[src/met_pkg.sv]
// shared types, constants and helpers for the multi-slot event timer
package met_pkg;

    localparam int NUM_SLOTS   = 8;
    localparam int TIME_BITS   = 48;
    localparam int STEP_BITS   = 32;
    localparam int SLOT_BITS   = 3;
    localparam int NOW_BITS    = 48;
    localparam int MAX_RESULTS = 8;
    localparam int IDX_BITS    = (NUM_SLOTS > 1) ? $clog2(NUM_SLOTS) : 1;
    localparam int REP_BITS    = $clog2(MAX_RESULTS + 1);

    typedef enum logic [1:0] {
        KIND_TICK    = 2'd0,
        KIND_START   = 2'd1,
        KIND_RESTART = 2'd2,
        KIND_CANCEL  = 2'd3
    } met_kind_t;

    typedef enum logic [1:0] {
        STATUS_FIRED = 2'd0,
        STATUS_OK    = 2'd1,
        STATUS_BUSY  = 2'd2
    } met_status_t;

    typedef enum logic [1:0] {
        ST_IDLE,
        ST_EXEC,
        ST_SCAN,
        ST_DONE
    } met_state_t;

    typedef struct packed {
        logic                capture;
        logic                time_add;
        logic                load;
        logic                cancel;
        logic                scan_upd;
        logic                use_scan;
        logic [IDX_BITS-1:0] scan_idx;
        logic                emit;
        met_status_t         emit_status;
        logic [IDX_BITS-1:0] emit_slot;
        logic                emit_last;
    } met_cmd_t;

    typedef struct packed {
        logic in_range;
        logic sel_present;
        logic sel_fire;
        logic out_free;
    } met_stat_t;

    function automatic logic [TIME_BITS-1:0] sat_add(
        input logic [TIME_BITS-1:0] a,
        input logic [STEP_BITS-1:0] b
    );
        logic [TIME_BITS:0] s;
        s = {1'b0, a} + (TIME_BITS + 1)'(b);
        return s[TIME_BITS] ? {TIME_BITS{1'b1}} : s[TIME_BITS-1:0];
    endfunction

endpackage

[src/met_ctrl.sv]
// timer controller: command sequencing, slot scan and result ordering
module met_ctrl (
    input  logic                 clk,
    input  logic                 rst_n,
    input  logic                 in_valid,
    input  logic [1:0]           in_kind,
    output logic                 in_ready,
    output met_pkg::met_cmd_t    cmd,
    input  met_pkg::met_stat_t   stat
);

    met_pkg::met_state_t            state_reg, state_next;
    met_pkg::met_kind_t             kind_reg, kind_next;
    logic [met_pkg::IDX_BITS-1:0]   scan_idx_reg, scan_idx_next;
    logic [met_pkg::IDX_BITS-1:0]   pend_slot_reg, pend_slot_next;
    logic                           pend_valid_reg, pend_valid_next;
    logic [met_pkg::REP_BITS-1:0]   rep_cnt_reg, rep_cnt_next;

    logic take;
    logic stall;

    assign take  = stat.sel_fire && (rep_cnt_reg < met_pkg::REP_BITS'(met_pkg::MAX_RESULTS));
    assign stall = take && pend_valid_reg && !stat.out_free;

    always_ff @(posedge clk or negedge rst_n)
    begin
        if (!rst_n)
        begin
            state_reg      <= met_pkg::ST_IDLE;
            kind_reg       <= met_pkg::KIND_TICK;
            scan_idx_reg   <= '0;
            pend_slot_reg  <= '0;
            pend_valid_reg <= 1'b0;
            rep_cnt_reg    <= '0;
        end
        else
        begin
            state_reg      <= state_next;
            kind_reg       <= kind_next;
            scan_idx_reg   <= scan_idx_next;
            pend_slot_reg  <= pend_slot_next;
            pend_valid_reg <= pend_valid_next;
            rep_cnt_reg    <= rep_cnt_next;
        end
    end

    always_comb
    begin
        state_next      = state_reg;
        kind_next       = kind_reg;
        scan_idx_next   = scan_idx_reg;
        pend_slot_next  = pend_slot_reg;
        pend_valid_next = pend_valid_reg;
        rep_cnt_next    = rep_cnt_reg;
        in_ready        = 1'b0;
        cmd             = '0;
        cmd.emit_status = met_pkg::STATUS_OK;
        cmd.scan_idx    = scan_idx_reg;

        case (state_reg)
            met_pkg::ST_IDLE:
            begin
                in_ready = 1'b1;
                if (in_valid)
                begin
                    cmd.capture = 1'b1;
                    kind_next   = met_pkg::met_kind_t'(in_kind);
                    state_next  = met_pkg::ST_EXEC;
                end
            end
            met_pkg::ST_EXEC:
            begin
                if (kind_reg == met_pkg::KIND_TICK)
                begin
                    cmd.time_add    = 1'b1;
                    scan_idx_next   = '0;
                    pend_valid_next = 1'b0;
                    rep_cnt_next    = '0;
                    state_next      = met_pkg::ST_SCAN;
                end
                else if (stat.out_free)
                begin
                    cmd.emit      = 1'b1;
                    cmd.emit_last = 1'b1;
                    if (stat.in_range)
                    begin
                        case (kind_reg)
                            met_pkg::KIND_START:
                            begin
                                if (stat.sel_present)
                                begin
                                    cmd.emit_status = met_pkg::STATUS_BUSY;
                                end
                                else
                                begin
                                    cmd.load = 1'b1;
                                end
                            end
                            met_pkg::KIND_RESTART:
                            begin
                                cmd.load = 1'b1;
                            end
                            met_pkg::KIND_CANCEL:
                            begin
                                cmd.cancel = stat.sel_present;
                            end
                            default:
                            begin
                                cmd.load = 1'b0;
                            end
                        endcase
                    end
                    state_next = met_pkg::ST_IDLE;
                end
            end
            met_pkg::ST_SCAN:
            begin
                cmd.use_scan = 1'b1;
                if (!stall)
                begin
                    cmd.scan_upd = 1'b1;
                    if (take)
                    begin
                        if (pend_valid_reg)
                        begin
                            cmd.emit        = 1'b1;
                            cmd.emit_status = met_pkg::STATUS_FIRED;
                            cmd.emit_slot   = pend_slot_reg;
                        end
                        pend_slot_next  = scan_idx_reg;
                        pend_valid_next = 1'b1;
                        rep_cnt_next    = rep_cnt_reg + 1'b1;
                    end
                    if (scan_idx_reg == met_pkg::IDX_BITS'(met_pkg::NUM_SLOTS - 1))
                    begin
                        state_next = met_pkg::ST_DONE;
                    end
                    else
                    begin
                        scan_idx_next = scan_idx_reg + 1'b1;
                    end
                end
            end
            met_pkg::ST_DONE:
            begin
                if (stat.out_free)
                begin
                    cmd.emit      = 1'b1;
                    cmd.emit_last = 1'b1;
                    if (pend_valid_reg)
                    begin
                        cmd.emit_status = met_pkg::STATUS_FIRED;
                        cmd.emit_slot   = pend_slot_reg;
                    end
                    pend_valid_next = 1'b0;
                    state_next      = met_pkg::ST_IDLE;
                end
            end
            default:
            begin
                state_next = met_pkg::ST_IDLE;
            end
        endcase
    end

    a_emit_free: assert property (@(posedge clk) disable iff (!rst_n)
        cmd.emit |-> stat.out_free)
        else $error("result issued while result register occupied");

    a_tick_scan: assert property (@(posedge clk) disable iff (!rst_n)
        cmd.time_add |=> (state_reg == met_pkg::ST_SCAN && scan_idx_reg == '0))
        else $error("tick did not start scan at first slot");

    a_done_exit: assert property (@(posedge clk) disable iff (!rst_n)
        (state_reg == met_pkg::ST_DONE && stat.out_free) |=> state_reg == met_pkg::ST_IDLE)
        else $error("scan end did not return to idle");

    a_pend_count: assert property (@(posedge clk) disable iff (!rst_n)
        pend_valid_reg |-> rep_cnt_reg != '0)
        else $error("pending firing without a count");

endmodule

[config.mk]
export PLATFORM = sky130hd
export DESIGN_NAME = met_ctrl
export DESIGN_NICKNAME = d
export VERILOG_FILES = /design/src/met_pkg.sv /design/src/met_ctrl.sv
export SDC_FILE = /design/constraint.sdc
export NUM_CORES = 1
export LEC_CHECK = 0
export BUFFER_PORTS_ARGS = -buffer_cell sky130_fd_sc_hd__buf_2
export CORE_MARGIN = 2
export CORE_UTILIZATION = 40
export DETAILED_ROUTE_END_ITERATION = 8
export PLACE_DENSITY_LB_ADDON = 0.15
export SLEW_MARGIN = 5
export SYNTH_ARGS = -nofsm -noshare
export SYNTH_HDL_FRONTEND = slang
export SYNTH_SLANG_ARGS = --single-unit
[constraint.sdc]
create_clock -name clk -period 2 [get_ports clk]
set_clock_uncertainty 0.1 [all_clocks]
set_input_delay 0.2 -clock clk [delete_from_list [all_inputs] [get_ports clk]]
set_output_delay 0.2 -clock clk [all_outputs]
set_load 0.005 [all_outputs]
-- Word-level counts from Yosys, hierarchy flattened
Cells that the tools add are included.
W data, S select, Z words.
- add/subtract/negate cells: 2
- multiply operators: 0
- divide/modulo/power cells: 0
- $lt $le $gt $ge: 1
- eq/ne operators: 14
- shift-type cells: 0
- multiplexer cells: 47
- bitwise operators: 1
- reductions and logical operators: 14
- operators with widths (operator ; number):
    $mux W2 ; 12
    $mux W3 ; 6
    $mux W6 ; 3
    $mux W4 ; 4
    $ne A2 B2 Y1 const B ; 7
    $mux W1 ; 13
    $pmux W3 S2 ; 2
    $pmux W3 S3 ; 1
    $eq A2 B2 Y1 const B ; 4
    $pmux W2 S4 ; 1
    $pmux W4 S2 ; 1
    $reduce_and A4 Y1 ; 2
    $mux W7 ; 1
    $reduce_and A3 Y1 ; 2
    $reduce_and A5 Y1 ; 1
    $add A4 B1 Y4 const B ; 1
    $eq A2 B1 Y1 const B ; 2
    $logic_not A2 Y1 ; 2
    $lt A4 B4 Y1 const B ; 1
    $pmux W1 S2 ; 2
    $add A3 B1 Y3 const B ; 1
    $eq A3 B3 Y1 const B ; 1
    $logic_and A1 B1 Y1 ; 3
    $pmux W1 S3 ; 1
    other kinds (5) ; 5
- register bits after elaboration: 15
- latch bits: 0
- RAM bits: 0
- bits in read-only memories: 0
- input bits: 9
- output and inout port bits: 17
- word-level logic and storage cells: 85
- memories: 0

-- Longest topological paths before layout
- depth in word-level cells: 6
- mapped depth: 6
- gate-level depth less buffers: 6

-- Worst setup path after synthesis
Ideal clock, no wire load.
- path type: reg-to-reg
- from: register scan_idx_reg[0] (netlist name)
- to: register scan_idx_reg[0] (netlist name)
- library setup time: 0.125 ns
- arrival time: 1.379 ns
- required time: 1.775 ns
- slack: 0.396 ns
- stages on the path, launching flop included: 6
- path buffers: 0
- clock period less this slack: 1.604 ns
- path through: dfrtp_1 > ha_1 > ha_1 > nor3b_1 > o32ai_1 > mux2_2
- cells in the longest elaborated chain, start to end: 4
- elaborated cells between the ends (all ways): 7
- those cells by class: add/sub (1); eq/ne (2); mux (3); reduce/logical (1)
- ends and longest elaborated chain (item ; line ; source):
    start: declaration ; met_ctrl.sv:14 ; logic [met_pkg::IDX_BITS-1:0] scan_idx_reg, scan_idx_next;
    start signal: assignment ; met_ctrl.sv:40 ; scan_idx_reg <= scan_idx_next;
    $add A3 B1 Y3 ; met_ctrl.sv:140 ; scan_idx_next = scan_idx_reg + 1'b1;
    $mux W3 ; met_ctrl.sv:134 ; if (scan_idx_reg == met_pkg::IDX_BITS'(met_pkg::NUM_SLOTS - 1))
    $mux W3 ; met_ctrl.sv:119 ; if (!stall)
    $pmux W3 S2 ; met_ctrl.sv:60 ; case (state_reg)
Several ways; a longest one is shown, not always the timed one. The select of a mux whose other input is x is not followed.
A chain may end at the register's enable or synchronous reset.

==> reports/qor.csv <==
stage,metric,value,unit
clocking,insertion_delay,290,ps
worst_setup_path,startpoint,state_reg[1],
sta,fin_tns_setup,0,ps
finish,drive_gt1_frac,0.350,
worst_setup_path,cp_top_family,flip-flops,
worst_setup_path,path_cells,"nand4b_1, a211oi_2, o22ai_1, buf_2",
sta,worst_pin_slew,463,ps
global_route,grt_usage,0.164,
finish,final_nets,137,
clocking,clock-sinks,15,
route,first_pass_iters,4,
sta,hold_slack,38.9,ps
worst_setup_path,timing.rr.end,pend_slot_reg[1],
sta,fin_crit,1870,ps
clocking,cts_buffers,3,
synth,synth_area_per_cell,10.5,um2
synth,synthAdderAreaFrac,0.0889,
synth,synth_nets,110,
synth,synth-edff-count,0,
sta,drv_slew,0,
die,die_w,53.6,um
route,drc,0,
clocking,cts_tree,built,
worst_setup_path,crit_required,1700,ps
worst_setup_path,slowest_delay,510,ps
hold_path,min_to,kind_reg[1],
worst_setup_path,worst-path-stages,4,
worst_setup_path,reg2reg_from,rep_cnt_reg[3],
synth,synth_area,985,um2
job,drv_cap,0,
synth,synthSimpleGateAreaFrac,0.208,
synth,yosys-top-cells-count,"dfrtp_1, ha_1, and2_1, inv_1",
clocking,ctsRootBufferMaster,clkbuf_4,
run_status,status,"complete, no violations",
global_route,grt_antenna_before_repair,0,
power_and_ir_drop,p_per_area,1250,nW/um2
die,fp.coreArea,2280,um2
placement,globalplace.congestion,0.745,
route,drt_iter0_drc,6,
global_route,grt_overflow,0,
synth,synthCells,94,
worst_setup_path,rr_worst_depth,3,
route,vias_per_cell,5.33,
finish,diodes,0,
synth,synth_seq_cells,15,
worst_setup_path,critPathBufInv,1,
global_route,first_global_vias,732,
clocking,clockBufferDepth,2,
route,num_vias,789,
die,ios,26,
worst_setup_path,worst_path_max_delay_cell,dfrtp_2,
sta,max_slew_margin,0.691,
worst_setup_path,start_kind,flip-flop,
hold_path,hp-class,in -> reg,
synth,yosysTopAreaCellShare,0.381,
synth,yosysWarnings,0,
finish,area_growth,18.3,%
synth,synthMuxAreaShare,0.100,
synth,synthArstFlopShare,1.00,
finish,largest_reg_flops,4,
hold_path,holdPathStages,2,
synth,synth-seq-area-share,0.381,
synth,synth.most_common_cell,dfrtp_1,
worst_setup_path,end_kind,primary output,
sta,rsz0062_at_grt,false,
route,postRouteAntennaNets,0,
placement,port_buffers,25,
sta,min_period_over_period,0.935,
worst_setup_path,r2r_slack,240,ps
sta,hold_viol,0,
sta,fmax,0.535,GHz
worst_setup_path,path_class,reg -> out,
clocking,clkTransAtPathRegs,90,ps
clocking,h-tree-depth,1,
synth,ys_top_cells_by_area,"dfrtp_1, ha_1, mux2_4, and2_1, mux2_2",
die,core.rowCount,17,
placement,dp_hpwl,1520,um
worst_setup_path,cp.arrival,1570,ps
route,wl,1960,um
synth,ys_types,37,
global_route,grt_pass1_wl,3350,um
synth,synth_top_family_by_area,simple AND/OR/NAND/NOR gates,
synth,synth-compound-area-share,0.164,
worst_setup_path,crit_fanout,13,
hold_path,min_from,in_kind[1],
power_and_ir_drop,max-vdd-ir-drop,0.724,mV
power_and_ir_drop,p_leak,0.585,nW
die,initial_core_util,0.433,
die,die-area,2870,um2
die,die_y,53.6,um
route,post_drt_wl_per_cell,13.3,um
synth,yosysTopAreaCell,dfrtp_1,
global_route,grt_start_max_net_pins,16,
synth,synth-xor-area-share,0,
synth,dominantRegCellSynth,dfrtp_1,
sta,setup_viol,0,
==> per-stage QoR <==
step / util / instance area, um2 / total power, mW / setup WS, ps / cells
2_1_floorplan: - / 985 / 1.08 / 396 / 94
3_3_place_gp: 0.491 / 1120 / 1.26 / 249 / 143
5_1_grt: 0.512 / 1160 / 1.60 / 7.79 / 148
3_5_place_dp: 0.491 / 1120 / 1.28 / 221 / 143
4_1_cts: 0.508 / 1160 / 1.46 / 8.86 / 148
6_report: 0.512 / 1160 / 1.46 / 130 / 148
==> worst max path at each step <==
stage                                  end  slack (ps)
after floorplan            scan_idx_reg[0]         400
after global placement    pend_slot_reg[1]         250
after detailed placement  pend_slot_reg[1]         220
after CTS                           cmd[4]           9
after global routing                cmd[4]           8
final                               cmd[4]         130
==> report_power, final <==
part | internal [mW] | switching (mW) | total [mW]
combinational | 0.371 | 0.341 | 0.712
clock | 0.0745 | 0.102 | 0.177
sequential | 0.428 | 0.142 | 0.570
==> layout make-up <==
type                            count  area, um2
Timing Repair Buffer               27        143
Multi-Input combinational cell     68        561
Fill cell                         227       1110
Clock buffer                        3       22.5
Inverter                            6       22.5
Sequential cell                    15        377
Tap cell                           28       35.0
Clock inverter                      1       5.00
==> layout by cell type (no fill, tap or decap), drive strengths merged <==
master        n
o22ai         1
mux2          6
dlygate4sd3   1
or3           1
o21ai         4
nor3b         2
and3          1
nor2          1
nand4b        2
a2111oi       2
nand3         1
o41ai         1
a211oi        1
o21a          1
o311ai        1
o32ai         1
and2          6
dfrtp        15
buf          26
inv           6
mux2i         2
nor3          2
nand3b        2
clkinv        1
nand2         5
o2bb2ai       1
o31a          1
a32oi         1
a21oi         2
clkbuf        3
a31o          1
nor2b         5
a22o          2
ha            7
nand2b        5
==> layer usage <==
layer,global-route usage,part of all wire
met5,0,0
met4,0.0513,0.0082
met3,0.0611,0.047
met2,0.249,0.47
met1,0.216,0.48
==> kinds of logic after synthesis <==
logic type      count (synthesis)
compound gates                 20
fa+ha+maj                       7
buf+inv                        11
flops                          15
mux                             8
simple gates                   33
==> repair_timing <==
| action | CTS | global route |
|---|---|---|
| setup buffers | 0 | 0 |
| hold endpoints to repair | 15 | 0 |
| resized for setup | 0 | 3 |
| hold buffers | 1 | 0 |
| endpoints found under the setup margin | 0 | 3 |
No activity file was read; power rests on OpenSTA's default activity.
